`config.mk`:
```
export PLATFORM = sky130hd
export DESIGN_NAME = pulse_width_frequency_meter
export DESIGN_NICKNAME = d
export VERILOG_FILES = /design/src/rtl/pwfm_pkg.sv /design/src/rtl/pwfm_div.sv /design/src/rtl/pwfm_ctrl.sv /design/src/rtl/pwfm_dp.sv /design/src/rtl/pulse_width_frequency_meter.sv
export SDC_FILE = /design/constraint.sdc
export NUM_CORES = 2
export LEC_CHECK = 0
export BUFFER_PORTS_ARGS = -buffer_cell sky130_fd_sc_hd__buf_2
export CAP_MARGIN = 5
export CORE_ASPECT_RATIO = 1.1
export CORE_MARGIN = 10
export CORE_UTILIZATION = 40
export DETAILED_ROUTE_END_ITERATION = 16
export REMOVE_ABC_BUFFERS = 1
export SYNTH_ARGS = -nofsm -noshare
export SYNTH_HDL_FRONTEND = slang
export SYNTH_SLANG_ARGS = --single-unit
```
`constraint.sdc`:
```
create_clock -name clk_i -period 6.5 [get_ports clk_i]
set_clock_uncertainty 0.2 [all_clocks]
set_input_delay 0.325 -clock clk_i [delete_from_list [all_inputs] [get_ports clk_i]]
set_output_delay 0.325 -clock clk_i [all_outputs]
set_load 0.05 [all_outputs]
```
`src/rtl/pwfm_pkg.sv`:
```
// Shared constants, codes and control types of the pulse width and frequency meter.
`default_nettype none
package pwfm_pkg;

  localparam int NUM_BITS = 30;
  localparam int DEN_BITS = 20;
  localparam int FILT_BITS = 24;
  localparam int WUS_BITS = 13;
  localparam int OUT_BITS = 20;
  localparam int CFG_IDX_BITS = 2;
  localparam int CFG_DATA_BITS = 8;
  localparam int IN_DATA_BITS = 16;
  localparam int IN_USER_BITS = 2;
  localparam int OUT_DATA_BITS = 80;

  localparam logic [OUT_BITS-1:0] US_PER_SECOND = 20'd1000000;
  localparam logic [DEN_BITS-1:0] DEN_MAX = '1;
  localparam logic [WUS_BITS-1:0] WIDTH_MAX = 13'd8191;
  localparam logic [7:0] CLOCK_MHZ_RESET = 8'd84;
  localparam logic [3:0] FILTER_WEIGHT_RESET = 4'd4;

  localparam logic [1:0] OP_RISE = 2'd0;
  localparam logic [1:0] OP_FALL = 2'd1;
  localparam logic [1:0] OP_GATE = 2'd2;
  localparam logic [1:0] OP_COMPUTE = 2'd3;

  localparam logic [CFG_IDX_BITS-1:0] REG_CLOCK_MHZ = 2'd0;
  localparam logic [CFG_IDX_BITS-1:0] REG_FILTER_WEIGHT = 2'd1;

  localparam logic [1:0] SEL_FILTER = 2'd0;
  localparam logic [1:0] SEL_WIDTH = 2'd1;
  localparam logic [1:0] SEL_RATIO = 2'd2;
  localparam logic [1:0] SEL_PERIOD = 2'd3;

  typedef struct packed {
    logic       count_edge;
    logic       capture;
    logic       gate_end;
    logic       clear_all;
    logic       load;
    logic       start;
    logic       store;
    logic       clr_pending;
    logic       push;
    logic [1:0] sel;
  } cmd_t;

  typedef struct packed {
    logic freq_zero;
    logic pending;
    logic div_done;
    logic out_free;
  } sts_t;

endpackage
`default_nettype wire

```
`src/rtl/pwfm_div.sv`:
```
// Restoring serial divider, one quotient bit per cycle.
`default_nettype none
module pwfm_div #(
  parameter int NUM_W = 30,
  parameter int DEN_W = 20
) (
  input  wire logic             clk_i,
  input  wire logic             rst_ni,
  input  wire logic             start_i,
  input  wire logic [NUM_W-1:0] num_i,
  input  wire logic [DEN_W-1:0] den_i,
  output logic                  done_o,
  output logic [NUM_W-1:0]      quot_o
);

  localparam int CNT_W = $clog2(NUM_W + 1);

  logic [DEN_W-1:0] rem_q, rem_d;
  logic [NUM_W-1:0] quo_q, quo_d;
  logic [DEN_W-1:0] den_q, den_d;
  logic [CNT_W-1:0] cnt_q, cnt_d;
  logic             busy_q, busy_d;
  logic             done_q, done_d;
  logic [DEN_W:0]   trial;
  logic [DEN_W:0]   diff;

  assign trial = {rem_q, quo_q[NUM_W-1]};
  assign diff = trial - {1'b0, den_q};

  always_comb begin
    rem_d = rem_q;
    quo_d = quo_q;
    den_d = den_q;
    cnt_d = cnt_q;
    busy_d = busy_q;
    done_d = 1'b0;
    if (start_i) begin
      rem_d = '0;
      quo_d = num_i;
      den_d = den_i;
      cnt_d = CNT_W'(NUM_W);
      busy_d = 1'b1;
    end else if (busy_q) begin
      if (trial >= {1'b0, den_q}) begin
        rem_d = diff[DEN_W-1:0];
        quo_d = {quo_q[NUM_W-2:0], 1'b1};
      end else begin
        rem_d = trial[DEN_W-1:0];
        quo_d = {quo_q[NUM_W-2:0], 1'b0};
      end
      cnt_d = cnt_q - CNT_W'(1);
      if (cnt_q == CNT_W'(1)) begin
        busy_d = 1'b0;
        done_d = 1'b1;
      end
    end
  end

  always_ff @(posedge clk_i or negedge rst_ni) begin
    if (!rst_ni) begin
      cnt_q <= '0;
      busy_q <= 1'b0;
      done_q <= 1'b0;
    end else begin
      cnt_q <= cnt_d;
      busy_q <= busy_d;
      done_q <= done_d;
    end
  end

  always_ff @(posedge clk_i) begin
    rem_q <= rem_d;
    quo_q <= quo_d;
    den_q <= den_d;
  end

  assign done_o = done_q;
  assign quot_o = quo_q;

endmodule
`default_nettype wire

```
`src/rtl/pwfm_ctrl.sv`:
```
// Sequencer of the meter: decodes words and steps the divider passes of a compute.
`default_nettype none
module pwfm_ctrl (
  input  wire logic        clk_i,
  input  wire logic        rst_ni,
  input  wire logic        in_valid_i,
  input  wire logic [1:0]  in_op_i,
  output logic             in_ready_o,
  input  wire pwfm_pkg::sts_t sts_i,
  output pwfm_pkg::cmd_t   cmd_o
);

  localparam logic [2:0] S_IDLE = 3'd0;
  localparam logic [2:0] S_LOAD = 3'd1;
  localparam logic [2:0] S_START = 3'd2;
  localparam logic [2:0] S_WAIT = 3'd3;
  localparam logic [2:0] S_PUSH = 3'd4;

  logic [2:0] state_q, state_d;
  logic [1:0] sel_q, sel_d;
  logic       take;

  assign in_ready_o = (state_q == S_IDLE);
  assign take = in_valid_i && in_ready_o;

  always_comb begin
    state_d = state_q;
    sel_d = sel_q;
    cmd_o = '0;
    cmd_o.sel = sel_q;
    unique case (state_q)
      S_IDLE: begin
        if (take) begin
          state_d = S_PUSH;
          unique case (in_op_i)
            pwfm_pkg::OP_RISE: cmd_o.count_edge = 1'b1;
            pwfm_pkg::OP_FALL: cmd_o.capture = !sts_i.freq_zero;
            pwfm_pkg::OP_GATE: cmd_o.gate_end = 1'b1;
            pwfm_pkg::OP_COMPUTE: begin
              if (sts_i.freq_zero) begin
                cmd_o.clear_all = 1'b1;
              end else if (sts_i.pending) begin
                sel_d = pwfm_pkg::SEL_FILTER;
                state_d = S_LOAD;
              end
            end
            default: state_d = S_PUSH;
          endcase
        end
      end
      S_LOAD: begin
        cmd_o.load = 1'b1;
        state_d = S_START;
      end
      S_START: begin
        cmd_o.start = 1'b1;
        state_d = S_WAIT;
      end
      S_WAIT: begin
        if (sts_i.div_done) begin
          cmd_o.store = 1'b1;
          if (sel_q == pwfm_pkg::SEL_PERIOD) begin
            cmd_o.clr_pending = 1'b1;
            state_d = S_PUSH;
          end else begin
            sel_d = sel_q + 2'd1;
            state_d = S_LOAD;
          end
        end
      end
      S_PUSH: begin
        if (sts_i.out_free) begin
          cmd_o.push = 1'b1;
          state_d = S_IDLE;
        end
      end
      default: state_d = S_IDLE;
    endcase
  end

  always_ff @(posedge clk_i or negedge rst_ni) begin
    if (!rst_ni) begin
      state_q <= S_IDLE;
      sel_q <= pwfm_pkg::SEL_FILTER;
    end else begin
      state_q <= state_d;
      sel_q <= sel_d;
    end
  end

endmodule
`default_nettype wire

```
`src/rtl/pwfm_dp.sv`:
```
// Datapath of the meter: counters, filter state, operand staging, divider and result register.
`default_nettype none
module pwfm_dp #(
  parameter int COUNT_BITS = 20,
  parameter int TICK_BITS = 16,
  parameter int WIDTH_SCALE = 127
) (
  input  wire logic                                 clk_i,
  input  wire logic                                 rst_ni,
  input  wire logic                                 cfg_we_i,
  input  wire logic [pwfm_pkg::CFG_IDX_BITS-1:0]    cfg_idx_i,
  input  wire logic [pwfm_pkg::CFG_DATA_BITS-1:0]   cfg_data_i,
  input  wire logic [pwfm_pkg::IN_DATA_BITS-1:0]    width_ticks_i,
  input  wire pwfm_pkg::cmd_t                       cmd_i,
  output pwfm_pkg::sts_t                            sts_o,
  input  wire logic                                 out_ready_i,
  output logic                                      out_valid_o,
  output logic [pwfm_pkg::OUT_DATA_BITS-1:0]        out_data_o
);

  localparam int SAMPLE_BITS = (TICK_BITS < pwfm_pkg::IN_DATA_BITS) ? TICK_BITS
                                                                    : pwfm_pkg::IN_DATA_BITS;
  localparam int NW = pwfm_pkg::NUM_BITS;
  localparam int DW = pwfm_pkg::DEN_BITS;
  localparam int FB = pwfm_pkg::FILT_BITS;
  localparam int WB = pwfm_pkg::WUS_BITS;
  localparam int OB = pwfm_pkg::OUT_BITS;
  localparam int PROD_BITS = COUNT_BITS + WB;
  localparam int FEXT_BITS = COUNT_BITS + DW;
  localparam logic [7:0] SCALE = 8'(WIDTH_SCALE);

  logic [7:0]             clk_mhz_q;
  logic [3:0]             fw_q;
  logic [COUNT_BITS-1:0]  edge_q;
  logic [COUNT_BITS-1:0]  freq_q;
  logic [SAMPLE_BITS-1:0] sample_q;
  logic                   pending_q;
  logic [FB-1:0]          filt_q;
  logic [WB-1:0]          width_q;
  logic [OB-1:0]          period_q;
  logic [OB-1:0]          ratio_q;
  logic [NW-1:0]          num_q, num_d;
  logic [DW-1:0]          den_q, den_d;
  logic                   out_valid_q;
  logic [pwfm_pkg::OUT_DATA_BITS-1:0] out_data_q;

  logic [27:0]                filt_mul;
  logic [SAMPLE_BITS+7:0]     samp_mul;
  logic [27:0]                filt_x10;
  logic [7:0]                 clk_eff;
  logic [15:0]                scale_clk;
  logic [PROD_BITS-1:0]       fw_prod;
  logic [FEXT_BITS-1:0]       freq_ext;
  logic [COUNT_BITS+OB-1:0]   freq_out_ext;
  logic                       div_done;
  logic [NW-1:0]              quot;
  logic                       out_free;

  assign filt_mul = 28'(filt_q) * 28'(fw_q);
  assign samp_mul = (SAMPLE_BITS + 8)'(SCALE) * (SAMPLE_BITS + 8)'(sample_q);
  assign filt_x10 = (28'(filt_q) << 3) + (28'(filt_q) << 1);
  assign clk_eff = (clk_mhz_q == 8'd0) ? 8'd1 : clk_mhz_q;
  assign scale_clk = 16'(SCALE) * 16'(clk_eff);
  assign fw_prod = PROD_BITS'(freq_q) * PROD_BITS'(width_q);
  assign freq_ext = FEXT_BITS'(freq_q);
  assign freq_out_ext = (COUNT_BITS + OB)'(freq_q);

  always_comb begin
    num_d = NW'(pwfm_pkg::US_PER_SECOND);
    den_d = pwfm_pkg::DEN_MAX;
    unique case (cmd_i.sel)
      pwfm_pkg::SEL_FILTER: begin
        num_d = NW'(filt_mul) + NW'(samp_mul);
        den_d = DW'({1'b0, fw_q} + 5'd1);
      end
      pwfm_pkg::SEL_WIDTH: begin
        num_d = NW'(filt_x10);
        den_d = DW'(scale_clk);
      end
      pwfm_pkg::SEL_RATIO: begin
        if (fw_prod > PROD_BITS'(pwfm_pkg::DEN_MAX)) begin
          den_d = pwfm_pkg::DEN_MAX;
        end else begin
          den_d = DW'(fw_prod);
        end
      end
      pwfm_pkg::SEL_PERIOD: begin
        if (freq_ext > FEXT_BITS'(pwfm_pkg::DEN_MAX)) begin
          den_d = pwfm_pkg::DEN_MAX;
        end else begin
          den_d = DW'(freq_ext);
        end
      end
      default: den_d = pwfm_pkg::DEN_MAX;
    endcase
  end

  always_ff @(posedge clk_i) begin
    if (cmd_i.load) begin
      num_q <= num_d;
      den_q <= den_d;
    end
  end

  pwfm_div #(
    .NUM_W(NW),
    .DEN_W(DW)
  ) u_div (
    .clk_i  (clk_i),
    .rst_ni (rst_ni),
    .start_i(cmd_i.start),
    .num_i  (num_q),
    .den_i  (den_q),
    .done_o (div_done),
    .quot_o (quot)
  );

  always_ff @(posedge clk_i or negedge rst_ni) begin
    if (!rst_ni) begin
      clk_mhz_q <= pwfm_pkg::CLOCK_MHZ_RESET;
      fw_q <= pwfm_pkg::FILTER_WEIGHT_RESET;
    end else if (cfg_we_i) begin
      unique case (cfg_idx_i)
        pwfm_pkg::REG_CLOCK_MHZ: clk_mhz_q <= cfg_data_i;
        pwfm_pkg::REG_FILTER_WEIGHT: fw_q <= cfg_data_i[3:0];
        default: ;
      endcase
    end
  end

  always_ff @(posedge clk_i or negedge rst_ni) begin
    if (!rst_ni) begin
      edge_q <= '0;
      freq_q <= '0;
      sample_q <= '0;
      pending_q <= 1'b0;
      filt_q <= '0;
      width_q <= '0;
      period_q <= '0;
      ratio_q <= '0;
    end else begin
      if (cmd_i.count_edge && (edge_q != '1)) begin
        edge_q <= edge_q + COUNT_BITS'(1);
      end
      if (cmd_i.capture) begin
        sample_q <= width_ticks_i[SAMPLE_BITS-1:0];
        pending_q <= 1'b1;
      end
      if (cmd_i.gate_end) begin
        freq_q <= edge_q;
        edge_q <= '0;
      end
      if (cmd_i.clear_all) begin
        pending_q <= 1'b0;
        filt_q <= '0;
        width_q <= '0;
        period_q <= '0;
        ratio_q <= '0;
      end
      if (cmd_i.clr_pending) begin
        pending_q <= 1'b0;
      end
      if (cmd_i.store) begin
        unique case (cmd_i.sel)
          pwfm_pkg::SEL_FILTER: filt_q <= quot[FB-1:0];
          pwfm_pkg::SEL_WIDTH: begin
            if (quot > NW'(pwfm_pkg::WIDTH_MAX)) begin
              width_q <= pwfm_pkg::WIDTH_MAX;
            end else begin
              width_q <= quot[WB-1:0];
            end
          end
          pwfm_pkg::SEL_RATIO: ratio_q <= (width_q == '0) ? '0 : quot[OB-1:0];
          pwfm_pkg::SEL_PERIOD: period_q <= quot[OB-1:0];
          default: period_q <= period_q;
        endcase
      end
    end
  end

  assign out_free = !out_valid_q || out_ready_i;

  always_ff @(posedge clk_i or negedge rst_ni) begin
    if (!rst_ni) begin
      out_valid_q <= 1'b0;
    end else if (cmd_i.push) begin
      out_valid_q <= 1'b1;
    end else if (out_ready_i) begin
      out_valid_q <= 1'b0;
    end
  end

  always_ff @(posedge clk_i) begin
    if (cmd_i.push) begin
      out_data_q <= {7'b0, ratio_q, period_q, width_q, freq_out_ext[OB-1:0]};
    end
  end

  assign sts_o.freq_zero = (freq_q == '0);
  assign sts_o.pending = pending_q;
  assign sts_o.div_done = div_done;
  assign sts_o.out_free = out_free;
  assign out_valid_o = out_valid_q;
  assign out_data_o = out_data_q;

endmodule
`default_nettype wire

```
`src/rtl/pulse_width_frequency_meter.sv`:
```
// Top level of the pulse width and frequency meter.
// One channel of a pulse meter. Each input word carries an event in tuser (rising
// edge, falling edge with its captured tick count in tdata, gate end, compute) and
// yields exactly one output word holding the current frequency, filtered width in
// tenths of a microsecond, period in microseconds and period-over-width figure.
// Edge, capture and gate words go through the push state to the result register; a
// compute word with a fresh width sample makes four passes through one shared
// 30-bit restoring divider (filter, width scaling, ratio, period), each loading
// the operands, starting the divider, waiting for it and storing the quotient. The
// result register lets the next word enter while a result waits downstream.
// Configuration (clock_mhz at index 0, filter_weight at index 1) is to be written
// only while the block is idle, by the user: the block has no check for it.
`default_nettype none
module pulse_width_frequency_meter #(
  parameter int COUNT_BITS = 20,
  parameter int TICK_BITS = 16,
  parameter int WIDTH_SCALE = 127
) (
  input  wire logic                                 clk_i,
  input  wire logic                                 rst_ni,
  input  wire logic                                 cfg_we_i,
  input  wire logic [pwfm_pkg::CFG_IDX_BITS-1:0]    cfg_idx_i,
  input  wire logic [pwfm_pkg::CFG_DATA_BITS-1:0]   cfg_data_i,
  input  wire logic                                 s_axis_tvalid,
  output logic                                      s_axis_tready,
  // [15:0] width_ticks
  input  wire logic [pwfm_pkg::IN_DATA_BITS-1:0]    s_axis_tdata,
  // [1:0] opcode
  input  wire logic [pwfm_pkg::IN_USER_BITS-1:0]    s_axis_tuser,
  output logic                                      m_axis_tvalid,
  input  wire logic                                 m_axis_tready,
  // [19:0] frequency, [32:20] width_us, [52:33] period_us,
  // [72:53] period_over_width, [79:73] zero
  output logic [pwfm_pkg::OUT_DATA_BITS-1:0]        m_axis_tdata
);

  pwfm_pkg::cmd_t cmd;
  pwfm_pkg::sts_t sts;

  pwfm_ctrl u_ctrl (
    .clk_i     (clk_i),
    .rst_ni    (rst_ni),
    .in_valid_i(s_axis_tvalid),
    .in_op_i   (s_axis_tuser),
    .in_ready_o(s_axis_tready),
    .sts_i     (sts),
    .cmd_o     (cmd)
  );

  pwfm_dp #(
    .COUNT_BITS (COUNT_BITS),
    .TICK_BITS  (TICK_BITS),
    .WIDTH_SCALE(WIDTH_SCALE)
  ) u_dp (
    .clk_i        (clk_i),
    .rst_ni       (rst_ni),
    .cfg_we_i     (cfg_we_i),
    .cfg_idx_i    (cfg_idx_i),
    .cfg_data_i   (cfg_data_i),
    .width_ticks_i(s_axis_tdata),
    .cmd_i        (cmd),
    .sts_o        (sts),
    .out_ready_i  (m_axis_tready),
    .out_valid_o  (m_axis_tvalid),
    .out_data_o   (m_axis_tdata)
  );

endmodule
`default_nettype wire

```
======== After elaboration in Yosys (flattened, before gate mapping) ========
Cells that the tools add are included.
word-level totals
  register bits after elaboration ......... 352
  bits of input ports ..................... 33
  output and inout bits ................... 82
  logic and storage cells ................. 145
operators by class
  add/subtract/negate cells ............... 7
  $mul .................................... 4
  order comparisons ....................... 4
  eq/ne operators ......................... 20
  muxes and demuxes ....................... 67
  reductions and logical operators ........ 21
operator list
  operator               count
  $mux 20                12
  $pmux 20 s4            1
  $mux 24                3
  $mux 30                2
  $pmux 29 s2            1
  $mux 13                4
  $gt 33x20->1 const B   1
  $mul 20x13->33         1
  $gt 30x13->1 const B   1
  $add 28x23->29         1
  $add 27x25->28         1
  $mul 24x4->28          1
  $mul 7x16->23 const A  1
  $mux 1                 22
  $ge 21x20->1           1
  $mux 3                 7
  $add 20x1->20 const B  1
  $gt 20x20->1 const B   1
  $logic_not 20->1       1
  $ne 20x20->1 const B   1
  $sub 20x20->20         1
  $mux 2                 8
  $mul 7x8->15 const A   1
  $pmux 3 s5             1
  27 further kinds       48

======== Depth between registers and ports, before layout ========
  depth after elaboration ................. 8
  mapped depth ............................ 24
  depth with buffers taken out ............ 23

======== Modules after synthesis ========
Synthesis repeated with hierarchy kept, for this count alone.
second synthesis, totals
  cells, all modules ...................... 3175
  area total of the unflattened synthesis .. 31848.0 sq um
by module, submodules not included
  module     instances  cells each  area each (sq um)  seq. area each (sq um)
  pwfm_dp    1          2744        27147.3            7347.0
  pwfm_div   1          387         4312.9             2077.0
  pwfm_ctrl  1          44          387.9              125.1

======== Worst setup path before layout ========
OpenSTA, ideal clock, no wires.
  path kind ............................... register -> register
  from .................................... reg u_dp.freq_q[12]
  to ...................................... reg u_dp.den_q[5] (data pin)
  library setup time ...................... 147 ps
  data arrival time ....................... 6001 ps
  required time ........................... 6153 ps
  path slack .............................. 152 ps
  cell stages (with the launch flop) ...... 23
  buffers on the path ..................... 3
  period minus slack after synthesis ...... 6348 ps
  path through ............................ dfrtp_1 clkbuf_1 nand2_1 fa_1 inv_1 fa_1 inv_1 fa_1 inv_1 fa_1 inv_1 fa_1 inv_1 ha_1 buf_6 a211oi_1 nor2_1 o41ai_1 or4b_2 mux2i_2 clkbuf_4 o41ai_1 a21oi_1
between the ends
  cells in the longest elaborated chain, start to end .. 4
  elaborated cells on any way between the ends .. 6
  those cells by class .................... mul (1); order compare (2); mux (3)
ends and longest elaborated chain
  what                      RTL line        text
  start: declaration        pwfm_dp.sv:35   logic [COUNT_BITS-1:0] freq_q;
  start signal: assignment  pwfm_dp.sv:150  freq_q <= edge_q;
  $mul 20x13->33            pwfm_dp.sv:64   assign fw_prod = PROD_BITS'(freq_q) * PROD_BITS'(width_q);
  $gt 33x20->1              pwfm_dp.sv:81   if (fw_prod > PROD_BITS'(pwfm_pkg::DEN_MAX)) begin
  $mux 20                   pwfm_dp.sv:81
  $pmux 20 s4 (*)           pwfm_dp.sv:71   unique case (cmd_i.sel)
  named net u_dp.den_d[5]   pwfm_dp.sv:43   logic [DW-1:0] den_q, den_d;
  end signal: assignment    pwfm_dp.sv:101  den_q <= den_d;
  end: declaration          pwfm_dp.sv:43
Mark *: on every way through the listed nets, which the timed path passes. The rest lies on a longest branch.
A chain may end at the register's enable or synchronous reset.

======== Final worst setup path ========
  from .................................... reg u_dp.width_q[3]
  to ...................................... reg u_dp.den_q[19] (data pin)
between the ends
  cells in the longest elaborated chain, start to end .. 4
ends and longest elaborated chain
  what                      RTL line        text
  start: declaration        pwfm_dp.sv:39   logic [WB-1:0] width_q;
  start signal: assignment  pwfm_dp.sv:168  width_q <= pwfm_pkg::WIDTH_MAX;
  start signal: assignment  pwfm_dp.sv:170  width_q <= quot[WB-1:0];
  $mul 20x13->33 (*)        pwfm_dp.sv:64
  $gt 33x20->1              pwfm_dp.sv:81
  $mux 20 (*)               pwfm_dp.sv:81
  $pmux 20 s4 (*)           pwfm_dp.sv:71
  named net u_dp.den_d[19]  pwfm_dp.sv:43
Marks and branches as above.

==> metrics.md <==
| Metric | Value |
|---|---|
| Outcome | finished, final reports clean |
| Final-report hold violation count | 0 |
| X dimension of the die | 288 um |
| Deepest clock path buffer count | 3 |
| Total number of vias | 23,378 |
| Remaining design rule violation count | 0 |
| Top cell type by total area after synthesis | fa_1 |
| Reg2reg start | u_dp.width_q[3] |
| Slew at the pin with the worst max-slew slack | 1.41 ns |
| Placed cell area | 34,200 um^2 |
| Unique masters post-synth | 84 |
| Initial antenna violation count | 0 |
| Most used flip-flop cell after synthesis | edfxtp_1 |
| Total of warnings raised by yosys | 0 |
| Max-slew violation count | 0 |
| I/O pins | 115 |
| Effective utilization at floorplan | 40.5% |
| Final standard cell area without fillers | 37,000 um^2 |
| Hold WC Path Type | in2reg |
| Total routing usage reported by global routing | 18.6% |
| Period utilization | 99.6% |
| Vias per cell | 5.16 |
| Number of setup violations in the final report | 0 |
| Number of global-route vias before repair | 24,660 |
| Layout Area Growth over Synthesis | 17.6% |
| Area contributors post-synth | fa_1, edfxtp_1, dfrtp_1, ha_1, inv_1 |
| Part of the Yosys area used for sequential elements | 30.3% |
| Average routed wire per standard cell | 18.6 um |
| Post-synthesis register bit count | 351 |
| Drt initial violations | 1,107 |
| Clock tree from TritonCTS | built |
| TritonRoute pass-1 iters | 5 |
| Final Critical Period | 6.47 ns |
| Start point of the worst min-delay path | cfg_idx_i[1] |
| Overflow after GRT | 0 |
| Peak clock frequency supported by timing | 0.155 GHz |
| Max cap viols | 0 |
| Unrepaired setup endpoints after global routing | true |
| Arrival time of data at the critical path endpoint | 6.64 ns |
| Clock sink total | 351 |
| Synthesized instance count | 3,207 |
| Count of flip-flops with a built-in enable after synthesis | 172 |
| Reg2reg setup slack | 0.03 ns |
| First-pass GRT wire length | 135,000 um |
| Critical path data required time | 6.67 ns |
| Clk Latency, worst-skew pair | 0.60 ns |
| Buffer type at the clock tree root | clkbuf_16 |
| Row cnt | 107 |
| Kind of critical path | reg2reg |
| Pin count of the biggest net entering global routing | 93 |
| Top-area cell type share of the netlist area | 23.1% |
| Leading cell types in the layout, fill and taps excluded | nand2_1, inv_1, fa_1 |
| RePlAce Congestion | 0.873 |
| Post-DP HPWL | 63,500 um |
| Maximum fanout encountered on the critical timing path | 8 |
| Critical Path Source | u_dp.width_q[3] |
| Die Y | 314 um |
| Post-route ant nets | 0 |
| Reg clk slew, reported paths | 0.06 ns |
| Area of the core region | 77,800 um^2 |
| Sum Neg Setup Slack | 0 ns |
| Final antenna diode count | 0 |
| Synthesized cell area | 31,500 um^2 |
| Share of flip-flops with an asynchronous set or reset after synthesis | 45.3% |
| Post-layout net count | 4,084 |
| Total wire length after detailed routing | 84,100 um |
| Num CTS Buffers | 43 |
| Leading cell type in the layout, fill and taps excluded | nand2_1 |
| Startpoint type of the worst setup path | register |
| Rel. slew slack | 5.87% |
| Layout cell share with drive strength beyond 1 | 15.5% |
| Die Outline Area | 90,400 um^2 |
| H-tree depth | 2 |
| Mean post-synth cell area | 9.82 um^2 |
| Type of destination of the critical path | register |
| Number of buffers inserted by port buffering | 107 |
what timing repair did:
item                                   in CTS  in global routing
hold buffers                               40                  0
setup endpoints to repair                  20                 27
gates cloned                                0                  8
resized for setup                           8                132
endpoints found under the hold margin     123                  0
buffers inserted                            1                 22
pin swaps                                   2                 79
synthesized netlist by cell type, types with 13 or more instances:
cell / n
mux2_2: 41
dfrtp_1: 155
nand2_1: 471
o22ai_1: 16
nand2b_1: 16
o41ai_1: 15
a31oi_1: 20
o21a_1: 13
and3_1: 21
o21ai_0: 134
nand3_1: 37
ha_1: 229
xnor2_1: 61
and2_1: 184
nand4_1: 13
xor2_1: 39
a21oi_1: 148
nor2_1: 108
o21bai_1: 15
dfxtp_1: 20
a22o_1: 25
inv_1: 481
or3_1: 15
clkbuf_1: 116
fa_1: 363
mux2i_1: 14
nor3_1: 35
edfxtp_1: 172
nor4_1: 17
a211oi_1: 17
a21o_1: 40
kinds of logic after synthesis:
family,after synthesis,synth area share [%]
multiplexers,56,1.95
XOR/XNOR,100,2.78
AND/OR/NAND/NOR,958,14.4
adder cells (fa/ha/maj),592,32.2
other,1,0.0119
flip-flops,351,30.3
buffers and inverters,623,7.63
AO/OA/AOI/OAI,526,10.8
area by class of cell:
class / instances / area (um^2)
clock buffer: 61 / 1190
clock inverter: 19 / 260
fill: 7283 / 40700
inverter: 483 / 1810
multi-input combinational: 2239 / 20100
sequential: 351 / 9570
tap: 1035 / 1290
timing repair buffer: 341 / 2780
through the flow:
stage | util [%] | hold slack (ns) | setup WS (ns) | instances
2_1_floorplan | - | -0.171 | 0.0596 | 3073
3_3_place_gp | 44.0 | 0.210 | -0.0430 | 4378
3_5_place_dp | 44.0 | 0.206 | -0.119 | 4378
4_1_cts | 46.4 | 0.000803 | 0.0113 | 4499
5_1_grt | 47.6 | 0.0415 | -0.192 | 4529
6_report | 47.6 | 0.0342 | 0.0284 | 4529
sequential cells by signal, indices dropped and copies added, names as in the netlist, 8 cells and up:
register and cells:
u_dp.clk_mhz_q 8, u_dp.den_q 20, u_dp.edge_q 20, u_dp.filt_q 24, u_dp.freq_q 20, u_dp.num_q 29
u_dp.out_data_o 73, u_dp.period_q 20, u_dp.ratio_q 20, u_dp.sample_q 16, u_dp.u_div.den_q 20, u_dp.u_div.quot_o 30
u_dp.u_div.rem_q 20, u_dp.width_q 13
layer usage:
layer	part of all wire [%]	GRT usage, %	vias up
met2	51	33.4	498
met1	41	22.9	11695
met4	3.1	5.82	0
li1	-	-	11053
met3	4.5	2.04	132
met5	0	0	-
critical path, cell delays in order, from the launching register on:
cell,delay [ns]
dfrtp_2,0.47
and2_4,0.19
fa_1,0.49
inv_2,0.04
fa_1,0.49
inv_1,0.05
fa_1,0.49
fa_1,0.54
inv_2,0.04
fa_1,0.51
inv_2,0.05
ha_4,0.23
a21o_1,0.20
or3_4,0.33
o2111a_2,0.30
a211oi_4,0.30
o31ai_4,0.12
and4_4,0.17
o32ai_4,0.48
clkbuf_16,0.27
nor3_4,0.05
a311oi_1,0.25
worst paths after layout:
kind                                   endpoint  cells after the start
max                              u_dp.den_q[19]                     21
min                           u_dp.clk_mhz_q[1]                      4
max reg2reg                      u_dp.den_q[19]                     21
min reg2reg                u_dp.u_div.den_q[18]                      0
max in group asynchronous       u_dp.freq_q[17]                      3
min in group asynchronous      u_dp.period_q[2]                      2
Power is left out: the tool's default activity adds up to more than one toggle a clock period on the data nets, which glitch-free logic cannot reach.
